`src/design/dtdfp_pkg.sv`:
```
// Shared types and constants for the date-time digit field parser.
`default_nettype none

package dtdfp_pkg;

   // Result status codes, in check order
   typedef enum logic [2:0] {
      STATUS_OK     = 3'd0,
      STATUS_COUNT  = 3'd1,
      STATUS_YEAR   = 3'd2,
      STATUS_MONTH  = 3'd3,
      STATUS_DAY    = 3'd4,
      STATUS_HOUR   = 3'd5,
      STATUS_MINUTE = 3'd6,
      STATUS_SECOND = 3'd7
   } status_type;

   localparam int unsigned SLOT_COUNT  = 6;
   localparam int unsigned CNT_W       = 3;   // holds 0..SLOT_COUNT
   localparam int unsigned ACC_W       = 14;  // an open run never exceeds RUN_LIMIT
   localparam int unsigned SUM_W       = 17;  // RUN_LIMIT * 10 + 9 fits
   localparam int unsigned NUM_W       = 16;

   localparam logic [SUM_W-1:0] RUN_LIMIT   = 17'd9999;
   localparam logic [NUM_W-1:0] YEAR_SHORT  = 16'd100;
   localparam logic [NUM_W-1:0] YEAR_BASE   = 16'd2000;
   localparam logic [NUM_W-1:0] YEAR_MAX    = 16'd2100;
   localparam logic [7:0]       MONTH_MAX   = 8'd12;
   localparam logic [7:0]       DAY_MAX     = 8'd31;
   localparam logic [7:0]       HOUR_MAX    = 8'd23;
   localparam logic [7:0]       MINUTE_MAX  = 8'd59;
   localparam logic [7:0]       SECOND_MAX  = 8'd59;

   localparam logic [7:0] CHAR_ZERO = 8'h30;
   localparam logic [7:0] CHAR_NINE = 8'h39;

endpackage

`default_nettype wire

```
`src/design/datetime_digit_field_parser_unit.sv`:
```
// Top level of the date-time digit field parser: character register, parse state, result register.
// A character is held in the character register; a last character's result then loads the
// result register. Throughput: one character per cycle while the character register does not stall.
// The character register stalls only when a last character meets a full, stalled result register.
// Reset (synchronous, active high) empties both registers and clears the digit run and count.
// After each result the parse state returns to its reset values for the next string.
`default_nettype none

module datetime_digit_field_parser_unit (
   input  wire logic        clock,
   input  wire logic        reset,
   input  wire logic        req_valid,
   output logic             req_stall,
   input  wire logic [7:0]  req_ch,
   input  wire logic        req_is_last,
   output logic             rsp_valid,
   input  wire logic        rsp_stall,
   output logic [2:0]       rsp_status,
   output logic [15:0]      rsp_year_out,
   output logic [7:0]       rsp_month_out,
   output logic [7:0]       rsp_day_out,
   output logic [7:0]       rsp_hour_out,
   output logic [7:0]       rsp_minute_out,
   output logic [7:0]       rsp_second_out
);

   localparam int unsigned FC  = dtdfp_pkg::SLOT_COUNT;
   localparam int unsigned CW  = dtdfp_pkg::CNT_W;
   localparam int unsigned AW  = dtdfp_pkg::ACC_W;
   localparam int unsigned SW  = dtdfp_pkg::SUM_W;
   localparam int unsigned NW  = dtdfp_pkg::NUM_W;
   localparam logic [CW-1:0] FC_CNT = CW'(FC);

   // character register
   logic          char_valid_ff, char_valid_in;
   logic [7:0]    char_ff;
   logic          last_ff;
   logic          char_fire;
   logic          char_load;

   // parse state
   logic          in_number_ff, in_number_in;
   logic [AW-1:0] acc_ff, acc_in;
   logic [CW-1:0] found_ff, found_in;
   logic [NW-1:0] store_ff [FC];

   // result register
   logic          rsp_valid_ff, rsp_valid_in;
   dtdfp_pkg::status_type status_ff, status_in;
   logic [NW-1:0] year_ff, year_in;
   logic [7:0]    month_ff, month_in;
   logic [7:0]    day_ff, day_in;
   logic [7:0]    hour_ff, hour_in;
   logic [7:0]    minute_ff, minute_in;
   logic [7:0]    second_ff, second_in;

   // per-character datapath
   logic          active;
   logic          is_digit;
   logic [AW-1:0] base;
   logic [SW-1:0] sum;
   logic          over_limit;
   logic          close_char;
   logic          run_open;
   logic          close_any;
   logic [NW-1:0] close_val;
   logic [NW-1:0] view [FC];
   logic [NW-1:0] year_val;
   logic          count_ok;

   // handshake: a last character needs room in the result register
   assign char_fire = char_valid_ff && (!last_ff || !rsp_valid_ff || !rsp_stall);
   assign char_load = !char_valid_ff || char_fire;
   assign req_stall = !char_load;
   assign char_valid_in = req_valid ? 1'b1 : (char_fire ? 1'b0 : char_valid_ff);

   always_ff @(posedge clock) begin
      if (reset) begin
         char_valid_ff <= 1'b0;
      end else begin
         char_valid_ff <= char_valid_in;
      end
   end

   always_ff @(posedge clock) begin
      if (char_load && req_valid) begin
         char_ff <= req_ch;
         last_ff <= req_is_last;
      end
   end

   // digit accumulate and close decisions
   always_comb begin
      active     = found_ff < FC_CNT;
      is_digit   = (char_ff >= dtdfp_pkg::CHAR_ZERO) && (char_ff <= dtdfp_pkg::CHAR_NINE);
      base       = in_number_ff ? acc_ff : '0;
      sum        = SW'(base) * SW'(10) + SW'(char_ff[3:0]);
      over_limit = sum > dtdfp_pkg::RUN_LIMIT;
      close_char = active && ((is_digit && over_limit) || (!is_digit && in_number_ff));
      run_open   = active && is_digit && !over_limit;
      close_any  = close_char || (last_ff && run_open);
      if (close_char) begin
         close_val = is_digit ? sum[NW-1:0] : NW'(acc_ff);
      end else begin
         close_val = NW'(sum[AW-1:0]);
      end
   end

   // next parse state
   always_comb begin
      in_number_in = in_number_ff;
      acc_in       = acc_ff;
      found_in     = found_ff;
      if (char_fire) begin
         if (last_ff) begin
            in_number_in = 1'b0;
            acc_in       = '0;
            found_in     = '0;
         end else begin
            in_number_in = active ? run_open : in_number_ff;
            acc_in       = run_open ? sum[AW-1:0] : (active ? '0 : acc_ff);
            found_in     = found_ff + CW'(close_char);
         end
      end
   end

   always_ff @(posedge clock) begin
      if (reset) begin
         in_number_ff <= 1'b0;
         acc_ff       <= '0;
         found_ff     <= '0;
      end else begin
         in_number_ff <= in_number_in;
         acc_ff       <= acc_in;
         found_ff     <= found_in;
      end
   end

   // store a closed number at the next free slot
   always_ff @(posedge clock) begin
      if (char_fire && close_any) begin
         store_ff[found_ff] <= close_val;
      end
   end

   // stored numbers as they stand after this character
   always_comb begin
      for (int i = 0; i < FC; i++) begin
         view[i] = (close_any && (found_ff == CW'(i))) ? close_val : store_ff[i];
      end
      count_ok = (found_ff + CW'(close_any)) == FC_CNT;
      year_val = (view[0] < dtdfp_pkg::YEAR_SHORT) ? view[0] + dtdfp_pkg::YEAR_BASE : view[0];
   end

   // range checks in priority order
   always_comb begin
      year_in   = year_val;
      month_in  = view[1][7:0];
      day_in    = view[2][7:0];
      hour_in   = view[3][7:0];
      minute_in = view[4][7:0];
      second_in = view[5][7:0];
      if (!count_ok) begin
         status_in = dtdfp_pkg::STATUS_COUNT;
         year_in   = '0;
         month_in  = '0;
         day_in    = '0;
         hour_in   = '0;
         minute_in = '0;
         second_in = '0;
      end else if ((year_val < dtdfp_pkg::YEAR_BASE) || (year_val > dtdfp_pkg::YEAR_MAX)) begin
         status_in = dtdfp_pkg::STATUS_YEAR;
      end else if ((month_in == 8'd0) || (month_in > dtdfp_pkg::MONTH_MAX)) begin
         status_in = dtdfp_pkg::STATUS_MONTH;
      end else if ((day_in == 8'd0) || (day_in > dtdfp_pkg::DAY_MAX)) begin
         status_in = dtdfp_pkg::STATUS_DAY;
      end else if (hour_in > dtdfp_pkg::HOUR_MAX) begin
         status_in = dtdfp_pkg::STATUS_HOUR;
      end else if (minute_in > dtdfp_pkg::MINUTE_MAX) begin
         status_in = dtdfp_pkg::STATUS_MINUTE;
      end else if (second_in > dtdfp_pkg::SECOND_MAX) begin
         status_in = dtdfp_pkg::STATUS_SECOND;
      end else begin
         status_in = dtdfp_pkg::STATUS_OK;
      end
   end

   // result register: load on a last character, drop on transfer
   assign rsp_valid_in = (char_fire && last_ff) ? 1'b1 :
                         ((rsp_valid_ff && !rsp_stall) ? 1'b0 : rsp_valid_ff);

   always_ff @(posedge clock) begin
      if (reset) begin
         rsp_valid_ff <= 1'b0;
      end else begin
         rsp_valid_ff <= rsp_valid_in;
      end
   end

   always_ff @(posedge clock) begin
      if (char_fire && last_ff) begin
         status_ff <= status_in;
         year_ff   <= year_in;
         month_ff  <= month_in;
         day_ff    <= day_in;
         hour_ff   <= hour_in;
         minute_ff <= minute_in;
         second_ff <= second_in;
      end
   end

   assign rsp_valid      = rsp_valid_ff;
   assign rsp_status     = status_ff;
   assign rsp_year_out   = year_ff;
   assign rsp_month_out  = month_ff;
   assign rsp_day_out    = day_ff;
   assign rsp_hour_out   = hour_ff;
   assign rsp_minute_out = minute_ff;
   assign rsp_second_out = second_ff;

   // checks on the parse state
   a_found_range: assert property (@(posedge clock) disable iff (reset)
      found_ff <= FC_CNT)
      else $error("number count beyond six");

   a_open_run_bounded: assert property (@(posedge clock) disable iff (reset)
      in_number_ff |-> ((SW'(acc_ff) <= dtdfp_pkg::RUN_LIMIT) && (found_ff < FC_CNT)))
      else $error("open run beyond limit or after six numbers");

   a_clear_after_result: assert property (@(posedge clock) disable iff (reset)
      (char_fire && last_ff) |=> (!in_number_ff && (found_ff == '0) && rsp_valid_ff))
      else $error("parse state not cleared after result");

   a_no_overwrite: assert property (@(posedge clock) disable iff (reset)
      (rsp_valid_ff && rsp_stall) |-> !(char_fire && last_ff))
      else $error("pending result overwritten");

endmodule

`default_nettype wire

```
`config.mk`:
```
export PLATFORM = sky130hd
export DESIGN_NAME = datetime_digit_field_parser_unit
export DESIGN_NICKNAME = d
export VERILOG_FILES = /design/src/design/dtdfp_pkg.sv /design/src/design/datetime_digit_field_parser_unit.sv
export SDC_FILE = /design/constraint.sdc
export NUM_CORES = 1
export LEC_CHECK = 0
export BUFFER_PORTS_ARGS = -buffer_cell sky130_fd_sc_hd__clkbuf_2
export CAP_MARGIN = 5
export CORE_MARGIN = 4
export CORE_UTILIZATION = 65
export CTS_CLUSTER_DIAMETER = 100
export DETAILED_ROUTE_END_ITERATION = 8
export HOLD_SLACK_MARGIN = 0.08
export PLACE_DENSITY = 0.86
export SYNTH_ARGS = -nofsm -noshare
export SYNTH_HDL_FRONTEND = slang
export SYNTH_SLANG_ARGS = --single-unit
```
`constraint.sdc`:
```
create_clock -name clock -period 14.93 [get_ports clock]
set_clock_uncertainty 0.15 [all_clocks]
set_input_delay 0.7465 -clock clock [delete_from_list [all_inputs] [get_ports clock]]
set_output_delay 0.7465 -clock clock [all_outputs]
set_load 0.02 [all_outputs]
```
==> results of run 1 <==
==> cell usage in the layout, fill, tap and decap left out, types with 11 or more instances in the layout <==
master	n
a22oi_1	17
and2_1	21
ha_1	26
a21oi_1	43
nor2_1	116
nor3_1	13
nand4_1	11
inv_1	14
nand3_1	12
and3_1	14
xor2_1	15
a211oi_1	19
clkbuf_16	17
nand2_1	53
edfxtp_1	124
dfxtp_1	20
mux2i_1	28
clkbuf_2	73
==> layout make-up <==
type / instances / share of cell area (%)
Clock buffer: 20 / 4.79
Clock inverter: 11 / 1.54
Inverter: 14 / 0.576
Multi-Input combinational cell: 556 / 40.9
Sequential cell: 144 / 45.2
Tap cell: 168 / 2.30
Timing Repair Buffer: 82 / 4.74
==> state kept, by name, indices dropped and copies added, names as in the netlist <==
signal	count
store_ff	56
rsp_year_out	16
acc_ff	14
char_ff	8
rsp_day_out	8
rsp_hour_out	8
rsp_minute_out	8
rsp_month_out	8
rsp_second_out	8
found_ff	3
rsp_status	3
char_valid_ff	1
in_number_ff	1
last_ff	1
rsp_valid	1
==> layer usage <==
metal / routed length (um) / global-route usage [%] / up-vias / part of all wire [%]
li1: - / - / 2954 / -
met1: 7490 / 35.5 / 3060 / 39
met2: 9570 / 46.2 / 349 / 50
met3: 1660 / 5.80 / 64 / 8.6
met4: 476 / 9.95 / 0 / 2.5
met5: 0 / 0 / - / 0
==> power groups by stage <==
| stage | combinational (mW) | clock [mW] | sequential (mW) |
|---|---|---|---|
| global route | 0.0297 | 0.439 | 0.443 |
| CTS | 0.0275 | 0.417 | 0.442 |
| floorplan | 0.0123 | 0 | 0.455 |
| global placement | 0.0265 | 0 | 0.450 |
| finish | 0.0277 | 0.417 | 0.442 |
| detailed placement | 0.0272 | 0 | 0.451 |
==> how the worst max path moves through the flow <==
stage / endpoint / slack [ps] / cells after the start
finish: rsp_status[0] / 8110 / 23
detailed placement: rsp_status[0] / 8320 / 23
global placement: rsp_status[0] / 8450 / 23
CTS: rsp_status[0] / 8210 / 23
floorplan: rsp_status[1] / 8910 / 29
global route: rsp_status[0] / 7700 / 22
==> through the flow <==
stage                     worst slack (ps)  util [%]  cells  power [mW]  hold slack [ps]
after floorplan                       8910         -    758       0.467              321
after global placement                8450      70.6    964       0.477              363
after detailed placement              8320      70.6    964       0.478              399
after CTS                             8210      75.3    995       0.887              342
after global routing                  7700      75.3    995       0.911              341
final                                 8110      75.3    995       0.887              348
==> logic make-up after synthesis <==
logic type | count (synthesis) | share of synthesized area (%)
and+or+nand+nor | 298 | 18.5
AOI/OAI and AO/OA | 164 | 14.9
DFF | 144 | 51.0
buffers and inverters | 58 | 2.99
muxes | 40 | 5.23
xor gates and xnor gates | 27 | 3.11
adders and majority gates | 27 | 4.27
==> Yosys cell counts, drive strengths merged, types with 5 or more instances <==
cell | count | area (um^2)
dfxtp | 20 | 400
clkbuf | 39 | 146
nor2 | 116 | 435
or3 | 5 | 31.3
nor4b | 5 | 50.0
inv | 14 | 52.6
a211oi | 21 | 175
nor3 | 13 | 65.1
nand4 | 11 | 68.8
xnor2 | 11 | 104
buf | 5 | 42.5
ha | 26 | 325
o21ai | 13 | 72.6
nand3b | 6 | 45.0
nor2b | 8 | 50.1
a21o | 7 | 52.6
nand2 | 53 | 199
edfxtp | 124 | 3720
and3 | 15 | 93.8
o211ai | 10 | 85.1
a22oi | 17 | 128
nand3 | 12 | 60.1
xor2 | 16 | 148
a31oi | 11 | 75.1
and2 | 22 | 140
mux2i | 28 | 280
mux2 | 12 | 143
a21oi | 44 | 224
nand2b | 7 | 43.8
==> summary.md, run 1 <==
| Metric | Value |
|---|---|
| Layout cell share with drive strength beyond 1 | `17.8%` |
| Final ANT Viol Nets | `0` |
| Worst Reg-to-Reg Cells | `23` |
| Worst VDD drop | `0.000153 V` |
| Routability Congestion | `0.898` |
| Clock Power Share | `47.0%` |
| # fillers | `827` |
| Final Hold Vio Count | `0` |
| Num ports | `74` |
| Post-detail-place hpwl | `13200 um` |
| Slew Viols, Final | `0` |
| Placed inst area | `8550 um^2` |
| Top delay family on crit path | `simple AND/OR/NAND/NOR gates` |
| Combinational Power Share | `3.1%` |
| Starting Density | `66.8%` |
| Area of the multi-input gates | `3730 um^2` |
| Synth-to-layout area growth | `12.8%` |
| DRC Markers | `0` |
| CP cell instances | `and3_1 > ha_1 > inv_1 > fa_1 > xor2_1 > nor3b_2 > and4_4 > nand3_1 > xnor2_1 > o2111a_1 > or3_1 > or4_4 > nand2_1 > nand2_1 > nand2_1 > ha_1 > nor3_1 > nand4bb_1 > o21ai_0 > a31oi_1 > a211oi_2 > a32o_1 > a21o_1` |
| Net Count, Synth | `798` |
| CP endpoint kind | `flop` |
| Syn Area/Cell | `10.7 um^2` |
| Setup Viol. Count Final | `0` |
| Final nets | `855` |
| Clk buf depth | `2` |
| Worst hold path depth | `1` |
| Total negative slack | `0 ps` |
| Clk sink count | `144` |
| Cell variety after synth | `84` |
| Reg power frac | `49.9%` |
| Fin crit share | `45.7%` |
| Fin crit period | `6820 ps` |
| R2r startpoint | `in_number_ff` |
| Total GRT Usage | `27.5%` |
| Die Wd | `120 um` |
| Setup crit start kind | `flop` |
| First-iteration detailed-routing DRC count | `805` |
| Worst path buffer plus inverter count | `1` |
| Synth Register Bits | `144` |
| H-tree Lvls | `4` |
| Mapped cell area | `8090 um^2` |
| CP peak stage delay | `900 ps` |
| EDFF count, synth | `124` |
| Main synth FF type | `edfxtp_1` |
| Root buffer cell | `clkbuf_16` |
| DRT Pass-1 Iters | `6` |
| Initial antenna violation count | `0` |
| Rel. slew slack | `17.1%` |
| Buffers on Ports | `73` |
| Class of the worst hold path | `primary input to flop` |
| LEAKAGE | `3.70 nW` |
| RSZ-0062 raised after global routing | `no` |
| CTS tree | `yes` |
| Reg-to-reg slack, setup | `8110 ps` |
| CTS buffer count | `17` |
| Worst hold path endpoint | `char_ff[5]` |
| Per-cell routed wire length | `19.3 um` |
| Core area | `12100 um^2` |
| Syn Inst Count | `758` |
| Asr flop ratio synth | `0%` |
| Vias in the first global route | `6171` |
| Number of post-CTS setup repair buffers | `0` |
| Die height | `120 um` |
| Rows | `40` |
| Worst path required time | `14960 ps` |
| Hold buffer count at cts | `0` |
| Drt via density | `6.46` |
| Crit Path Max Fanout | `31` |
| Die area | `14300 um^2` |
| Internal power | `0.707 mW` |
| Crit path top cell by count | `nand2_1` |
| Switching share of power | `20.3%` |
| Crit path max-delay cell type | `dfxtp_1` |
| Critical path class | `flop to flop` |
| Largest net degree at the start of global routing | `36` |
| Post-CTS resize count | `0` |
| Finished Cell Area | `9120 um^2` |
| Sequential element share of the synthesized area | `51.0%` |
| Overflow after GRT | `0` |
| Max-Cap Viols | `0` |
| Worst reg2reg endpoint | `rsp_status[0]` |
| Fmax achieved | `147 MHz` |
| Ant diodes | `0` |
| Routed via count | `6427` |
| Crit path DAT | `6850 ps` |
| NetSw | `0.180 mW` |
| Pwr Density | `97.2 nW/um^2` |
| Least-Margin Pin Slew | `1240 ps` |
| Reg area | `4120 um^2` |
| DRT Wirelength | `19200 um` |
| YS warnings | `0` |
| Status | `finished, final reports clean` |
| Clk_lat worst skew | `420 ps` |
| First-pass GRT wire length | `31200 um` |
| Crit path from | `in_number_ff` |
| Clock slew at reported path FFs | `60 ps` |
| Hold wc startpoint | `req_ch[5]` |
Note: power is estimated with default switching activity, not from simulation.
==> run 2, diff against run 1 <==
- CORE_UTILIZATION: 65 -> 54
- PLACE_DENSITY: 0.86 -> 0.76
- clock period: 14.93 -> 5.9 ns (I/O delays scaled with it)
==> summary.md, run 2 (same netlist as run 1, synthesis figures left out) <==
| Metric | Value |
|---|---|
| Status | `finished, final reports clean` |
| Total GRT Usage | `23.9% (-3.6 points)` |
| Drt via density | `6.07 (-6.0%)` |
| # fillers | `1126 (+36%)` |
| H-tree Lvls | `4 (unchanged)` |
| Per-cell routed wire length | `18.8 um (-2.7%)` |
| Ant diodes | `0 (unchanged)` |
| Crit Path Max Fanout | `14 (-55%)` |
| Root buffer cell | `clkbuf_16` |
| Initial antenna violation count | `0 (unchanged)` |
| Routability Congestion | `0.892 (-0.67%)` |
| Fin crit period | `5590 ps (-1230 ps)` |
| DRT Pass-1 Iters | `5 (-1)` |
| Vias in the first global route | `6222 (+0.83%)` |
| Crit path DAT | `5620 ps (-1230 ps)` |
| First-pass GRT wire length | `31600 um (+1.3%)` |
| Final ANT Viol Nets | `0 (unchanged)` |
| Die Wd | `130 um (+9.1%)` |
| Most frequent cells in the layout | `124 x edfxtp_1, 116 x nor2_1, 73 x clkbuf_2` |
| CTS tree | `yes` |
| Crit path top cell by count | `nand4_1` |
| Final Hold Vio Count | `0 (unchanged)` |
| Placed inst area | `8740 um^2 (+2.2%)` |
| Top delay family on crit path | `simple AND/OR/NAND/NOR gates` |
| CP peak stage delay | `550 ps (-350 ps)` |
| Total negative slack | `0 ps (unchanged)` |
| CP endpoint kind | `flop` |
| Slew Viols, Final | `0 (unchanged)` |
| Rows | `44 (+10%)` |
| DRT Wirelength | `19600 um (+2.4%)` |
| Fin crit share | `94.8% (+49 points)` |
| Fmax achieved | `179 MHz (+22%)` |
| First-iteration detailed-routing DRC count | `678 (-16%)` |
| LEAKAGE | `3.87 nW (+4.4%)` |
| Core area | `14600 um^2 (+20%)` |
| Worst VDD drop | `0.000200 V (+31%)` |
| Buffers on Ports | `73 (unchanged)` |
| Synth-to-layout area growth | `17.2%` |
| Finished Cell Area | `9470 um^2 (+3.8%)` |
| Critical path class | `flop to flop` |
| Most common cell after layout, fill and taps aside | `edfxtp_1` |
| CTS buffer count | `17 (unchanged)` |
| DRC Markers | `0 (unchanged)` |
| Routed via count | `6356 (-1.1%)` |
| Layout cell share with drive strength beyond 1 | `21.2% (+3.4 points)` |
| Starting Density | `55.4% (-11 points)` |
| Clk buf depth | `2 (unchanged)` |
| Worst path buffer plus inverter count | `1 (unchanged)` |
| Worst path required time | `5920 ps (-9040 ps)` |
| Pwr Density | `231 nW/um^2 (+140%)` |
| Clk_lat worst skew | `420 ps (about the same)` |
| Clk sink count | `144 (unchanged)` |
| Die area | `17000 um^2 (+19%)` |
| Least-Margin Pin Slew | `1280 ps (+36.4 ps)` |
| Class of the worst hold path | `primary input to flop` |
| Setup Viol. Count Final | `0 (unchanged)` |
| Post-detail-place hpwl | `13500 um (+2.3%)` |
| Setup crit start kind | `flop` |
| Die height | `130 um (+9.1%)` |
| Largest net degree at the start of global routing | `60 (+67%)` |
| Register name with the most flops | `store_ff` |
| Clock slew at reported path FFs | `60 ps (about the same)` |
| Overflow after GRT | `0 (unchanged)` |
| CP cell instances | `buf_4 > and2_1 > ha_1 > ha_1 > a211oi_1 > nand4_1 > and3_1 > nor2_1 > a311oi_1 > or3_1 > or4_4 > and2_4 > nand2_1 > nand2_1 > ha_4 > a21boi_0 > nand4_1 > o21ai_4 > nand4_1 > a32o_2 > a21o_1` |
| RSZ-0062 raised after global routing | `no` |
| Final Power | `2.19 mW (+150%)` |
| Max-Cap Viols | `0 (unchanged)` |
| Rel. slew slack | `14.6% (-2.4 points)` |
| Final nets | `890 (+4.1%)` |
| Crit path max-delay cell type | `or4_4` |
| Max reg flops | `56 (unchanged)` |
| Num ports | `74 (unchanged)` |
## run 2: cell types whose count changed in the layout (fill, tap and decap cells not counted), sizes merged
| cell | change |
|---|---|
| clkbuf | -1 |
| clkinvlp | +3 |
| inv | +1 |
| buf | +24 |
| dlygate4sd3 | +11 |
| bufinv | -2 |
## run 2: routing by layer
metal | GRT usage [%] | vias up | wire length, um
met5 | 0 | - | 0
met4 | 7.80 | 0 | 318
met3 | 4.18 | 27 | 1400
met2 | 40.0 | 250 | 9570
met1 | 31.8 | 3062 | 8360
li1 | - | 3017 | -
## run 2: cell type report
cell class | instances | area, um^2 | area share [%]
clock inverter | 13 | 114 | 1.20
timing repair buffer | 117 | 736 | 7.77
inverter | 14 | 52.6 | 0.555
clock buffer | 19 | 433 | 4.57
multi-input combinational | 556 | 3780 | 39.9
sequential | 144 | 4130 | 43.6
tap | 184 | 230 | 2.43
## run 2: final timing paths
check | startpoint | end | slack [ps] | cells past startpoint
worst max-delay path | in_number_ff | rsp_status[0] | 310 | 21
worst max register to register | in_number_ff | rsp_status[0] | 310 | 21
worst min-delay path | reset | acc_ff[6] | 210 | 2
worst min register to register | rsp_valid | rsp_valid | 390 | 2
## run 2: report_power, final
group          switching, mW  leakage (nW)  internal [mW]
Clock                  0.411         0.249          0.578
Combinational         0.0543          2.33         0.0256
Sequential           0.00657          1.29           1.11
## run 2: metrics by stage
step | hold slack (ps) | worst slack (ps) | cells | utilization [%]
floorplan | 244 | 14.6 | 758 | -
global placement | 322 | 242 | 1001 | 59.9
detailed placement | 324 | 51.9 | 1001 | 59.9
CTS | 200 | 49.2 | 1044 | 64.4
global route | 230 | 19.0 | 1047 | 64.9
finish | 208 | 309 | 1047 | 64.9
## run 2: repair_timing
action                                 in CTS  in global routing
endpoints found under the hold margin      11                  0
hold buffers                               11                  0
setup endpoints to repair                   0                 36
gates resized for setup                     0                 15
buffers inserted                            0                  3
==> run 3, diff against run 2 <==
- ABC_AREA: default -> 1
- PLACE_DENSITY: 0.76 -> 0.77
- SKIP_CTS_REPAIR_TIMING: default -> 1
==> summary.md, run 3 <==
| Metric | Value |
|---|---|
| EDFF count, synth | `124 (unchanged)` |
| Worst path required time | `5900 ps (-20 ps)` |
| Mapped cell area | `7820 um^2 (-3.2%)` |
| Met3 Usage GRT | `4.19% (+0.017 points)` |
| YS warnings | `0 (unchanged)` |
| Sequential element share of the synthesized area | `52.7% (+1.7 points)` |
| Fin crit share | `90.9% (-3.9 points)` |
| DRT Wirelength | `16700 um (-15%)` |
| Vias in the first global route | `5678 (-8.7%)` |
| Finished Layout Cells | `1167 (+11%)` |
| Least-Margin Pin Slew | `1230 ps (-46.7 ps)` |
| Main synth FF type | `edfxtp_1` |
| Core area | `14000 um^2 (-3.7%)` |
| Cell variety after synth | `44 (-48%)` |
| DRC Markers | `0 (unchanged)` |
| Status | `finished, final reports clean` |
| Rel. slew slack | `17.6% (+2.9 points)` |
| CP endpoint kind | `flop` |
| Largest net degree at the start of global routing | `53 (-12%)` |
| Drt via density | `5.23 (-14%)` |
| Setup crit start kind | `flop` |
| Ant diodes | `0 (unchanged)` |
| Overflow after GRT | `0 (unchanged)` |
| Rows | `43 (-2.3%)` |
| Placed inst area | `8360 um^2 (-4.4%)` |
| H-tree Lvls | `4 (unchanged)` |
| Layout cell share with drive strength beyond 1 | `16.1% (-5.1 points)` |
| Crit path DAT | `5370 ps (-250 ps)` |
| DRT Pass-1 Iters | `6 (+1)` |
| Worst VDD drop | `0.000276 V (+38%)` |
| Post-Place Worst Slack | `518 ps (+466 ps)` |
| Placed insts | `1126 (+12%)` |
| Buffers on Ports | `73 (unchanged)` |
| Die Wd | `128 um (-1.5%)` |
| Routability Congestion | `0.894 (+0.33%)` |
| Most common cell in the netlist | `nand2_1` |
| Register name with the most flops | `store_ff` |
| Total negative slack | `0 ps (unchanged)` |
| Per-cell routed wire length | `14.3 um (-24%)` |
| Synth Register Bits | `144 (unchanged)` |
| CTS tree | `yes` |
| Synth Area in XOR/XNOR | `0.992% (-2.1 points)` |
| Routed via count | `6099 (-4.0%)` |
| Met2 Usage GRT | `33.5% (-6.5 points)` |
| Max reg flops | `56 (unchanged)` |
| Final Power | `2.16 mW (-1.1%)` |
| Leading area contributor after synthesis | `edfxtp_1` |
| Max-Cap Viols | `0 (unchanged)` |
| First-iteration detailed-routing DRC count | `544 (-20%)` |
| Asr flop ratio synth | `0% (unchanged)` |
| Clk buf depth | `2 (unchanged)` |
| Synth-to-layout area growth | `15.0%` |
| Final core utilization | `64.1% (-0.83 points)` |
| Fin worst setup slack | `539 ps (+230 ps)` |
| Num ports | `74 (unchanged)` |
| Final ANT Viol Nets | `0 (unchanged)` |
| Largest family of logic cells by synthesized area | `simple AND/OR/NAND/NOR gates` |
| GRT busiest layer | `met2` |
| Finished Cell Area | `9000 um^2 (-5.0%)` |
| Clk_lat worst skew | `420 ps (about the same)` |
| Syn Area/Cell | `8.81 um^2 (-17%)` |
| Most common cell after layout, fill and taps aside | `nand2_1` |
| Most frequent cells in the layout | `201 x nand2_1, 133 x nor2_1, 124 x edfxtp_1` |
| Die height | `128 um (-1.5%)` |
| Setup Viol. Count Final | `0 (unchanged)` |
| Crit Path Max Fanout | `23 (+9)` |
| Slew Viols, Final | `0 (unchanged)` |
| Total GRT Usage | `20.9% (-3.0 points)` |
| Critical path class | `flop to flop` |
| Clock slew at reported path FFs | `60 ps (about the same)` |
| Clk sink count | `144 (unchanged)` |
| CTS buffer count | `17 (unchanged)` |
| Synth Area in Compound Gates | `7.84% (-7.1 points)` |
| Simple-gate share of the synthesized area | `26.2% (+7.7 points)` |
| Post-synthesis adder-cell area fraction | `4.41% (+0.14 points)` |
| Initial antenna violation count | `0 (unchanged)` |
| CP peak stage delay | `500 ps (-50 ps)` |
| Top-area cell type share of the netlist area | `47.6% (+1.5 points)` |
| Fmax achieved | `187 MHz (+4.3%)` |
| First-pass GRT wire length | `27200 um (-14%)` |
| Pwr Density | `240 nW/um^2 (+4.1%)` |
| Final nets | `1015 (+14%)` |
| Dominant cells by area after synthesis | `edfxtp_1 48%, nand2_1 9.6%, nor2_1 6.4%` |
| Post-synthesis mux area share | `0.512% (-4.7 points)` |
| Net Count, Synth | `928 (+16%)` |
| Final Hold Vio Count | `0 (unchanged)` |
| Starting Density | `55.7% (+0.30 points)` |
| Root buffer cell | `clkbuf_16` |
| Post-detail-place hpwl | `12100 um (-10%)` |
| Fin crit period | `5360 ps (-230 ps)` |
| Class of the worst hold path | `primary input to flop` |
| Crit path max-delay cell type | `fa_1` |
| Die area | `16500 um^2 (-3.0%)` |
| Crit path top cell by count | `nand2_1` |
| Worst hold margin | `150 ps (-58.5 ps)` |
| Met1 GRT Util | `28.7% (-3.1 points)` |
| LEAKAGE | `4.05 nW (+4.9%)` |
| Top post-synthesis cells by count | `201 x nand2_1, 133 x nor2_1, 124 x edfxtp_1` |
| Syn Inst Count | `888 (+17%)` |
## run 3: cell types whose count changed after synthesis, moves of 19 or more
cell      delta
nand2_1    +148
inv_1       +98
nand3_1     +39
a21oi_1     +30
mux2i_1     -24
clkbuf_1    -23
and2_1      -21
a211oi_1    -19
## run 3: area by class of cell
cell class,count,area [um^2]
Clock buffer,17,425
Clock inverter,14,101
Fill cell,1114,5040
Inverter,117,439
Multi-Input combinational cell,602,3150
Sequential cell,144,4120
Tap cell,180,225
Timing Repair Buffer,93,541
## run 3: kinds of logic after synthesis
group / after synthesis
compound gates: 115
xor+xnor: 5
fa+ha+maj: 27
buf+inv: 142
flops: 144
mux: 4
simple gates: 451
## run 3: worst paths after layout
check,start,end,slack [ps],depth (start not counted)
worst max-delay path,in_number_ff,rsp_status[1],540,39
worst min-delay path,rsp_stall,rsp_valid,150,5
worst max register to register,in_number_ff,rsp_status[1],540,39
worst min register to register,acc_ff[9],acc_ff[9],340,2
## run 3: power by group
| part | total, mW | internal (mW) | switching [mW] |
|---|---|---|---|
| registers | 1.12 | 1.11 | 0.00488 |
| clock network | 0.955 | 0.566 | 0.389 |
| logic | 0.0895 | 0.0251 | 0.0643 |
## run 3: critical path, delay by kind of cell, from the launching register on
family        cells  cell delay (ps)
buf+inv           8              860
fa+ha+maj         3              890
flops             1              410
simple gates     28             2740
## run 3: routing by layer
metal / routed length, um / vias to the layer above
met2: 8080 / 188
met1: 7170 / 2782
li1: - / 3114
met5: 0 / -
met4: 187 / 0
met3: 1250 / 15
